## config.mk

```make
export PLATFORM = sky130hd
export DESIGN_NAME = vnorm_sqrt_cell
export DESIGN_NICKNAME = d
export VERILOG_FILES = /design/src/rtl/core/vnorm_sqrt_cell.sv
export SDC_FILE = /design/constraint.sdc
export NUM_CORES = 1
export LEC_CHECK = 0
export BUFFER_PORTS_ARGS = -buffer_cell sky130_fd_sc_hd__buf_2
export CAP_MARGIN = 20
export CORE_AREA = 3 3 139 141
export DETAILED_ROUTE_END_ITERATION = 7
export DIE_AREA = 0 0 142 144
export PLACE_DENSITY = 0.7
export REMOVE_ABC_BUFFERS = 1
export SLEW_MARGIN = 0
export SYNTH_ARGS = -nofsm -noshare
export SYNTH_HDL_FRONTEND = slang
export SYNTH_SLANG_ARGS = --single-unit
```

## constraint.sdc

```tcl
create_clock -name i_clk -period 8.15 [get_ports i_clk]
set_input_delay 0.815 -clock i_clk [delete_from_list [all_inputs] [get_ports i_clk]]
set_output_delay 0.815 -clock i_clk [all_outputs]
set_load 0.01 [all_outputs]
```

## src/rtl/core/vnorm_sqrt_cell.sv

```systemverilog
// ----------------------------------------------------------------------------
// vnorm_sqrt_cell
// One root digit of the square root chain: shift in two radicand bits, try
// the subtract, append one root bit.
// ----------------------------------------------------------------------------
module vnorm_sqrt_cell #(
    parameter int unsigned RW     = 31,
    parameter int unsigned SIDE_W = 51
) (
    input  logic              i_clk,
    input  logic              i_rst_n,
    input  logic              i_adv,
    input  logic              i_valid,
    input  logic [RW+1:0]     i_rem,
    input  logic [RW-1:0]     i_root,
    input  logic [2*RW-1:0]   i_rad,
    input  logic [SIDE_W-1:0] i_side,
    output logic              o_valid,
    output logic [RW+1:0]     o_rem,
    output logic [RW-1:0]     o_root,
    output logic [2*RW-1:0]   o_rad,
    output logic [SIDE_W-1:0] o_side
);

    logic              r_valid;
    logic [RW+1:0]     r_rem;
    logic [RW-1:0]     r_root;
    logic [2*RW-1:0]   r_rad;
    logic [SIDE_W-1:0] r_side;

    logic [RW+1:0]     rem_sh;
    logic [RW+1:0]     trial;
    logic              take;
    logic [RW+1:0]     n_rem;
    logic [RW-1:0]     n_root;

    always_comb begin
        rem_sh = {i_rem[RW-1:0], i_rad[2*RW-1 -: 2]};
        trial  = {i_root, 2'b01};
        take   = (rem_sh >= trial);
        n_rem  = take ? (rem_sh - trial) : rem_sh;
        n_root = {i_root[RW-2:0], take};
    end

    always_ff @(posedge i_clk) begin
        if (!i_rst_n) begin
            r_valid <= 1'b0;
        end else if (i_adv) begin
            r_valid <= i_valid;
        end
    end

    always_ff @(posedge i_clk) begin
        if (i_adv) begin
            r_rem  <= n_rem;
            r_root <= n_root;
            r_rad  <= {i_rad[2*RW-3:0], 2'b00};
            r_side <= i_side;
        end
    end

    assign o_valid = r_valid;
    assign o_rem   = r_rem;
    assign o_root  = r_root;
    assign o_rad   = r_rad;
    assign o_side  = r_side;

endmodule

```

==> impl_metrics.json <==
{
  "drt-vias-per-instance": 5.059,
  "use_met2_pct": 35.70,
  "cts_sinks": 176,
  "rsz0062_at_grt": "no",
  "synth-seq-cells": 176,
  "portBuffers": 354,
  "wl_per_cell_um": 19.41,
  "grt_util_met3_pct": 6.283,
  "cts-buffers-inserted": 17,
  "crit_path_max_fanout": 28,
  "reg2reg_from": "o_valid",
  "start_util_pct": 42.50,
  "tightest_slew_ps": 965.9,
  "gp_congestion": 0.8836,
  "fp.dieW_um": 142,
  "run_status": "finished, final reports clean",
  "path_buf_inv": 3,
  "critPathLaunch": "i_root[12]",
  "synthFlopType": "edfxtp_1",
  "seq_power_share_pct": 48.2,
  "dr.pass1.iters": 5,
  "p_leak_nw": 4.487,
  "cp_common_cell": "a21oi_1",
  "syn_inst": 547,
  "crit_chain": "buf_2 > inv_1 > ha_1 > a21oi_1 > o211ai_1 > a21oi_1 > a2111oi_2 > o21ai_2 > o31ai_4 > buf_4 > mux2_2",
  "cp.required_ps": 8330,
  "pin_count": 359,
  "vias": 5798,
  "rows": 49,
  "cts_tree": "done",
  "min_path_type": "flop to flop",
  "gr-total-overflow": 0,
  "vdd_drop_max_uv": 145.9,
  "antenna_found_initial": 5,
  "hold_violations": 0,
  "pwr-share-clk_pct": 34.2,
  "clock_path_buffers": 2,
  "synth_area_um2": 7687,
  "fin_crit_sh_pct": 41.67,
  "gr-usage-met1_pct": 23.74,
  "ys_types": 61,
  "start_kind": "primary input",
  "core-area_um2": 18090,
  "gr-max-usage-layer": "met2",
  "grt_usage_pct": 20.60,
  "final_common_cell": "buf_2",
  "htreeDepth": 4,
  "cts_hold_buf": 0,
  "swShare_pct": 27.82,
  "clk_latency_ps": 430,
  "slowest_delay_ps": 490,
  "drc": 0,
  "synth-edff-count": 175,
  "grt_max_degree": 106,
  "die_h_um": 144,
  "die-area_um2": 20450,
  "grt_first_pass_wirelength_mm": 31.29,
  "yosys.area.top_type": "edfxtp_1",
  "power.switching_w": 0.0006413,
  "pwr-share-comb_pct": 17.6,
  "drv_slew": 0,
  "arrival_ps": 3580,
  "ant_nets": 0,
  "cts-root-buf": "clkbuf_16",
  "crit_type": "primary input to flop",
  "setup_tns_ps": 0,
  "drtIter0Drc": 328,
  "fin_crit_ps": 3396,
  "relSlewSlack_pct": 35.61,
  "fmax_mhz": 294.4,
  "cpLargestDelayFamily": "compound AO/OA/AOI/OAI gates",
  "clk_pin_slew_ps": 70,
  "dp_hpwl_mm": 17.40,
  "critPathCaptureType": "flop",
  "syn_avg_cell_area_um2": 14.05,
  "seq_area_frac_synth_pct": 68.62,
  "yosys-top-cells-area": "edfxtp_1 (68%), ha_1 (5.4%), a21oi_1 (4.0%), inv_1 (2.1%), xnor2_1 (1.9%)",
  "ys_async_sr_fraction_pct": 0,
  "slowest_stage": "ha_1",
  "hold_slack_ps": 526.8,
  "grt_pass1_vias": 5450,
  "fin_cells": 1146,
  "dp.cells": 1114,
  "finalSetupViolations": 0,
  "areaGrowthSynthToFinish_pct": 33.17,
  "min_from": "o_valid",
  "finalClockSkew_ps": 0,
  "p_per_area_nw_per_um2": 225.2,
  "internal-power_w": 0.001664,
  "cts_resized": 0,
  "layout-drive-gt1-share_pct": 44.98,
  "final_cell_mix": "buf_2 (353), edfxtp_1 (175), a21oi_1 (61)",
  "synth_top_area_share_pct": 68.36,
  "wirelength_mm": 22.25,
  "cts_setup_buffers": 0,
  "fin_nets": 1118,
  "synth_warnings": 0,
  "cap_violations": 0
}
synth_stat cells, types with 3 or more instances:
cell type	count
nor2_1	38
nand2_1	28
o21bai_1	7
nor3_1	5
and2_1	3
inv_1	42
o21ai_1	3
edfxtp_1	175
o211ai_1	4
xnor2_1	17
xor2_1	11
ha_1	33
nor2b_1	3
a21oi_1	61
mux2_2	8
buf_4	5
nand4_1	10
o21ai_0	19
clkbuf_1	3
a21o_1	8
buf_2	11
nand3_1	7
sequential cells by signal (all words and copies together) (netlist names):
signal,count
o_rem,33
o_root,31
o_rad,60
o_side,51
o_valid,1
logic make-up after synthesis:
group / after synthesis / synth area share [%]
and+or+nand+nor: 106 / 6.494
buffers and inverters: 62 / 3.548
other: 1 / 0.04878
muxes: 10 / 1.449
AOI/OAI and AO/OA: 131 / 11.28
xor gates and xnor gates: 28 / 3.190
DFF: 176 / 68.62
adders and majority gates: 33 / 5.371
per-layer routing:
layer | vias up | wire length [um]
met4 | 6 | 675
met1 | 2730 | 8294
li1 | 2771 | -
met3 | 46 | 1811
met5 | - | 34
met2 | 245 | 11430
area by class of cell:
cell class,instances,area [um2]
Multi-Input combinational cell,310,2143
Inverter,42,157.7
Timing Repair Buffer,357,1800
Antenna cell,1,2.502
Clock buffer,17,425.4
Tap cell,229,286.5
Fill cell,1534,7849
Clock inverter,14,146.4
Sequential cell,176,5275
power groups by stage:
stage | combinational [W] | clock (W) | sequential [W]
2_1_floorplan | 0.000164 | 0 | 0.00118
5_1_grt | 0.000441 | 0.000839 | 0.00112
6_report | 0.000406 | 0.000789 | 0.00111
3_5_place_dp | 0.000407 | 0 | 0.00113
3_3_place_gp | 0.000402 | 0 | 0.00113
4_1_cts | 0.000410 | 0.000806 | 0.00111
per-stage QoR:
stage	setup slack, ps	instance area [um2]	utilization (%)	power (W)
floorplan	4002	7576	-	0.001343
global placement	4272	9663	53.43	0.001530
detailed placement	4264	9663	53.43	0.001538
CTS	4705	10230	56.59	0.002327
global route	4556	10240	56.60	0.002399
finish	4754	10240	56.60	0.002305
worst register-to-register path: cells and delay by family, from the launching register on:
family / cells / cell delay (ps)
flops: 1 / 310
mux: 1 / 120
simple gates: 1 / 60
final timing paths:
kind	to	slack, ps	cells past startpoint
hold / removal	o_valid	530	2
setup / recovery	o_rem[11]	4750	11
hold reg to reg	o_valid	530	2
setup reg to reg	o_valid	7560	2
No activity file was read; power rests on OpenSTA's default activity.
