==> config.mk <==
export PLATFORM = sky130hd
export DESIGN_NAME = vnorm_div_cell
export DESIGN_NICKNAME = d
export VERILOG_FILES = /design/src/rtl/core/vnorm_div_cell.sv
export SDC_FILE = /design/constraint.sdc
export NUM_CORES = 1
export LEC_CHECK = 0
export BUFFER_PORTS_ARGS = -buffer_cell sky130_fd_sc_hd__buf_4
export CAP_MARGIN = 20
export CORE_MARGIN = 5
export CORE_UTILIZATION = 35
export CTS_CLUSTER_SIZE = 8
export DETAILED_ROUTE_END_ITERATION = 8
export SETUP_SLACK_MARGIN = 0.02
export SLEW_MARGIN = 30
export SYNTH_ARGS = -nofsm -noshare
export SYNTH_HDL_FRONTEND = slang
export SYNTH_SLANG_ARGS = --single-unit
==> constraint.sdc <==
create_clock -name i_clk -period 4.9 [get_ports i_clk]
set_clock_uncertainty 0.15 [all_clocks]
set_input_delay 0.735 -clock i_clk [delete_from_list [all_inputs] [get_ports i_clk]]
set_output_delay 0.735 -clock i_clk [all_outputs]
set_load 0.02 [all_outputs]
==> src/rtl/core/vnorm_div_cell.sv <==
// ----------------------------------------------------------------------------
// vnorm_div_cell
// One quotient bit for all three components: compare each remainder with the
// root shifted by this cell's weight, subtract where it fits.
// ----------------------------------------------------------------------------
module vnorm_div_cell #(
    parameter int unsigned W  = 16,
    parameter int unsigned F  = 14,
    parameter int unsigned RW = 31,
    parameter int unsigned K  = 0
) (
    input  logic               i_clk,
    input  logic               i_rst_n,
    input  logic               i_adv,
    input  logic               i_valid,
    input  logic [RW-1:0]      i_root,
    input  logic [2:0]         i_neg,
    input  logic [3*(W+2*F)-1:0] i_rem,
    input  logic [3*(F+1)-1:0] i_quo,
    output logic               o_valid,
    output logic [RW-1:0]      o_root,
    output logic [2:0]         o_neg,
    output logic [3*(W+2*F)-1:0] o_rem,
    output logic [3*(F+1)-1:0] o_quo
);

    localparam int unsigned DW = W + 2*F;
    localparam int unsigned CW = RW + F + 1;
    localparam int unsigned QW = F + 1;

    logic               r_valid;
    logic [RW-1:0]      r_root;
    logic [2:0]         r_neg;
    logic [3*DW-1:0]    r_rem;
    logic [3*QW-1:0]    r_quo;

    logic [CW-1:0]      dsh;
    logic [3*DW-1:0]    n_rem;
    logic [3*QW-1:0]    n_quo;

    always_comb begin
        logic [CW-1:0] remx;
        logic          fit;
        dsh = CW'(i_root) << K;
        for (int c = 0; c < 3; c++) begin
            remx = CW'(i_rem[c*DW +: DW]);
            fit  = (remx >= dsh);
            n_rem[c*DW +: DW] = fit ? DW'(remx - dsh) : i_rem[c*DW +: DW];
            n_quo[c*QW +: QW] = {i_quo[c*QW +: QW-1], fit};
        end
    end

    always_ff @(posedge i_clk) begin
        if (!i_rst_n) begin
            r_valid <= 1'b0;
        end else if (i_adv) begin
            r_valid <= i_valid;
        end
    end

    always_ff @(posedge i_clk) begin
        if (i_adv) begin
            r_root <= i_root;
            r_neg  <= i_neg;
            r_rem  <= n_rem;
            r_quo  <= n_quo;
        end
    end

    assign o_valid = r_valid;
    assign o_root  = r_root;
    assign o_neg   = r_neg;
    assign o_rem   = r_rem;
    assign o_quo   = r_quo;

endmodule

==> results_tabular.tex <==
\begin{tabular}{lr}
\hline
Metric & Value \\
\hline
\multicolumn{2}{l}{\textbf{Run status}} \\
\quad Run status & completed \\
\multicolumn{2}{l}{\textbf{Global route}} \\
\quad First-pass GRT wire length & 68,300 microns \\
\quad Via count of the first global-routing pass & 11,900 \\
\quad Leftover overflow at the end of global routing & 0 \\
\quad Initial antenna violation count & 6 \\
\quad Global-route usage over all layers & 20.6\% \\
\quad Largest net degree at the start of global routing & 69 \\
\multicolumn{2}{l}{\textbf{Job}} \\
\quad Max-capacitance violation count & 0 \\
\multicolumn{2}{l}{\textbf{Synth}} \\
\quad Mapped Cells & 1,332 \\
\quad Number of enable flip-flop cells after synthesis & 211 \\
\quad Mean post-synth cell area & 10.1 sq um \\
\quad Count leader, synth & sky130\_fd\_sc\_hd\_\_edfxtp\_1 \\
\quad Net count after synthesis & 1,643 \\
\quad Post-synthesis sequential area ratio & 47.1\% \\
\quad Post-synthesis async set-or-reset flop share & 0\% \\
\quad Synth cell count leaders & sky130\_fd\_sc\_hd\_\_edfxtp\_1, sky130\_fd\_sc\_hd\_\_a21oi\_1, sky130\_fd\_sc\_hd\_\_nor2\_1 \\
\quad Share of Yosys cell area claimed by the top area cell type & 47.0\% \\
\quad Primary flip-flop cell chosen by synthesis mapping & sky130\_fd\_sc\_hd\_\_edfxtp\_1 \\
\quad Synth warn & 0 \\
\quad Dominant cells by area after synthesis & sky130\_fd\_sc\_hd\_\_edfxtp\_1, sky130\_fd\_sc\_hd\_\_ha\_1, sky130\_fd\_sc\_hd\_\_a21oi\_1, sky130\_fd\_sc\_hd\_\_xnor2\_1, sky130\_fd\_sc\_hd\_\_xor2\_1 \\
\quad Cell taking the most area after synthesis & sky130\_fd\_sc\_hd\_\_edfxtp\_1 \\
\quad Distinct cell type count after synthesis & 69 \\
\quad Summed instance area of the synthesized netlist & 0.0135 sq mm \\
\quad Synthesized flop and latch total & 212 \\
\multicolumn{2}{l}{\textbf{Pwr}} \\
\quad P per Cell Area & 333 mW/mm\^{}2 \\
\quad Total power & 6.05 mW \\
\quad Largest vdd supply drop & 0.260 mV \\
\quad Static leakage & 7.71 nW \\
\multicolumn{2}{l}{\textbf{Detailed routing}} \\
\quad Average vias per placed instance & 5.21 \\
\quad Detailed Route WL & 46,600 microns \\
\quad Met3 Routed Length & 2990 microns \\
\quad Uppermost signal routing layer after detailed routing & met5 \\
\quad 1st-iter DRT viols & 765 \\
\quad Via count & 11,900 \\
\quad Pre-antenna DRT Iters & 5 \\
\quad Number of antenna-violating nets in the routed design & 0 \\
\quad Detailed-route wire length per cell & 20.4 microns \\
\quad Met2 wirelength from detailed routing & 22,300 microns \\
\quad \# DRC & 0 \\
\quad Met1 wire length & 19,800 microns \\
\multicolumn{2}{l}{\textbf{Setup path}} \\
\quad CP max FO & 46 \\
\quad Reg-to-reg slack, setup & 4.16 ns \\
\quad Worst EP arrival & 3.96 ns \\
\quad Crit Path Category & in -> reg \\
\quad Element type at the critical path end & register \\
\quad Required time of the worst setup path & 5.08 ns \\
\quad Kind of start point of the critical path & primary input \\
\multicolumn{2}{l}{\textbf{Clock network}} \\
\quad CTS tree & done \\
\quad Maximum number of buffers from clock root to sink & 3 \\
\quad Maximum level of the CTS H-tree & 1 \\
\quad Cts-stage hold buffer count & 0 \\
\quad Skew-Pair Late Insertion Delay & 0.57 ns \\
\quad Master cell of the clock root buffer & sky130\_fd\_sc\_hd\_\_clkbuf\_16 \\
\quad Number of resized instances in the post-cts repair step & 0 \\
\quad CTS sink cnt & 212 \\
\quad Num CTS Buffers & 31 \\
\quad Setup fix buffers added after clock tree synthesis & 0 \\
\quad CTS clk-pin slew, worst paths & 0.06 ns \\
\multicolumn{2}{l}{\textbf{Die}} \\
\quad Number of standard-cell rows in the floorplan & 72 \\
\quad Initial cell density of the core & 35.2\% \\
\quad Die area & 0.0426 sq mm \\
\quad Floorplan die height & 206 microns \\
\quad Horiz. Die Dim & 206 microns \\
\quad Number of top-level pins & 427 \\
\quad Core Region & 0.0384 sq mm \\
\multicolumn{2}{l}{\textbf{Timing}} \\
\quad Pin slew with the least headroom to its limit & 0.711 ns \\
\quad Highest clock frequency the design can meet & 264 MHz \\
\quad Headroom to the max-slew limit & 52.1\% \\
\quad Number of hold violations in the final report & 0 \\
\quad Fin crit share & 77.2\% \\
\quad Clock period minus worst slack & 3.78 ns \\
\quad Final count of negative-setup-slack endpoints & 0 \\
\quad Setup slack of the critical path after layout & 1.12 ns \\
\quad Unrepaired setup endpoints after global routing & no \\
\quad Number of max-slew violations in the final report & 0 \\
\quad Setup Total Neg Slack & 0 ns \\
\multicolumn{2}{l}{\textbf{Place}} \\
\quad Weighted congestion reported at the end of routability-driven placement & 0.894 \\
\quad I/O Buffers & 423 \\
\quad Detailed placement HPWL & 37,800 microns \\
\quad Worst setup slack before clock tree synthesis & 0.559 ns \\
\quad Cell area reported after detailed placement & 0.0173 sq mm \\
\multicolumn{2}{l}{\textbf{Min path}} \\
\quad HP Class & in -> reg \\
\multicolumn{2}{l}{\textbf{Final layout}} \\
\quad Multi-input gate area in the final layout & 0.00673 sq mm \\
\quad Register area & 0.00636 sq mm \\
\quad Ratio of cells with drive above 1 in the final layout & 28.4\% \\
\quad Final-stage net count & 2,067 \\
\quad Area growth from synthesis to layout & 34.7\% \\
\quad Post-route cell area & 0.0182 sq mm \\
\quad Fill count & 3,683 \\
\quad Final core utilization & 47.4\% \\
\hline
\end{tabular}
## report_power, final
group / internal [mW] / total [mW] / switching [mW]
Sequential: 2.27 / 2.34 / 0.0670
Combinational: 0.743 / 1.76 / 1.02
Clock: 1.18 / 1.94 / 0.769
Total: 4.19 / 6.05 / 1.85
## final timing paths
check	start	cells after the start	to
max reg2reg	o_valid$_SDFFE_PN0P_	2	o_valid$_SDFFE_PN0P_
max	i_root[2]	12	o_rem[68]$_DFFE_PP_
min	i_quo[34]	1	o_quo[35]$_DFFE_PP_
min reg2reg	o_valid$_SDFFE_PN0P_	2	o_valid$_SDFFE_PN0P_
## sequential cells by signal, indices dropped and copies added (netlist names)
name     flops
o_root      31
o_quo       45
o_rem      132
o_neg        3
o_valid      1
## stage by stage
step                      cells  hold slack, ns
final                      2284           0.188
after global routing       2284           0.161
after CTS                  2281           0.149
after detailed placement   2241           0.365
after global placement     2241           0.349
after floorplan            1332           0.439
## critical path: stages
cell and delay [ns]:
sky130_fd_sc_hd__buf_4 0.12, sky130_fd_sc_hd__inv_1 0.16, sky130_fd_sc_hd__ha_1 0.32, sky130_fd_sc_hd__nor2b_1 0.17
sky130_fd_sc_hd__o31ai_1 0.29, sky130_fd_sc_hd__a21oi_1 0.16, sky130_fd_sc_hd__a311o_1 0.45, sky130_fd_sc_hd__a221o_1 0.42
sky130_fd_sc_hd__a211oi_4 0.39, sky130_fd_sc_hd__buf_12 0.25, sky130_fd_sc_hd__inv_1 0.18, sky130_fd_sc_hd__mux2_2 0.31
## kinds of logic after synthesis
family / share of synthesized area [%]
AND/OR/NAND/NOR: 13.9
flip-flops: 47.1
AO/OA/AOI/OAI: 17.7
adder cells (fa/ha/maj): 9.07
buffers and inverters: 3.13
XOR/XNOR: 7.66
multiplexers: 1.41
## layer usage
metal  GRT usage [%]  vias up
li1                -     5823
met1            26.7     5627
met2            34.3      371
met3            3.91       77
met4            7.53        6
met5               0        -
## placed cells by master (no fill, tap or decap), types with 4 or more instances in the layout
cell / Yosys / layout
sky130_fd_sc_hd__buf_4: 0 / 432
sky130_fd_sc_hd__clkbuf_16: 0 / 31
sky130_fd_sc_hd__nor3b_1: 4 / 4
sky130_fd_sc_hd__a2111oi_0: 4 / 4
sky130_fd_sc_hd__o21ai_0: 74 / 74
sky130_fd_sc_hd__inv_1: 65 / 65
sky130_fd_sc_hd__nand4_1: 24 / 24
sky130_fd_sc_hd__a21boi_0: 6 / 6
sky130_fd_sc_hd__a21oi_1: 159 / 159
sky130_fd_sc_hd__and3_1: 9 / 9
sky130_fd_sc_hd__nor3_1: 24 / 24
sky130_fd_sc_hd__edfxtp_1: 211 / 211
sky130_fd_sc_hd__nor2b_1: 13 / 13
sky130_fd_sc_hd__and2_1: 5 / 5
sky130_fd_sc_hd__nor2_1: 122 / 122
sky130_fd_sc_hd__a221oi_1: 5 / 5
sky130_fd_sc_hd__o21bai_1: 17 / 17
sky130_fd_sc_hd__xor2_1: 58 / 58
sky130_fd_sc_hd__a31oi_1: 14 / 14
sky130_fd_sc_hd__o21a_1: 12 / 12
sky130_fd_sc_hd__nand3_1: 23 / 23
sky130_fd_sc_hd__or4_1: 11 / 11
sky130_fd_sc_hd__nor4_1: 15 / 15
sky130_fd_sc_hd__nand2_1: 100 / 100
sky130_fd_sc_hd__mux2_2: 16 / 16
sky130_fd_sc_hd__or3_1: 12 / 12
sky130_fd_sc_hd__nand2b_1: 9 / 9
sky130_fd_sc_hd__o211ai_1: 10 / 10
sky130_fd_sc_hd__o31ai_1: 8 / 8
sky130_fd_sc_hd__buf_12: 0 / 4
sky130_fd_sc_hd__xnor2_1: 60 / 60
sky130_fd_sc_hd__a211oi_1: 6 / 6
sky130_fd_sc_hd__clkbuf_1: 40 / 6
sky130_fd_sc_hd__ha_1: 93 / 93
sky130_fd_sc_hd__a21o_1: 40 / 40
## final cells by class
type / instances / area share [%]
Inverter: 65 / 1.34
Antenna cell: 3 / 0.0413
Multi-Input combinational cell: 1009 / 37.0
Clock inverter: 3 / 0.296
Clock buffer: 37 / 4.39
Sequential cell: 212 / 35.0
Tap cell: 518 / 3.57
Timing Repair Buffer: 437 / 18.4
Note: power is estimated with default switching activity, not from simulation.
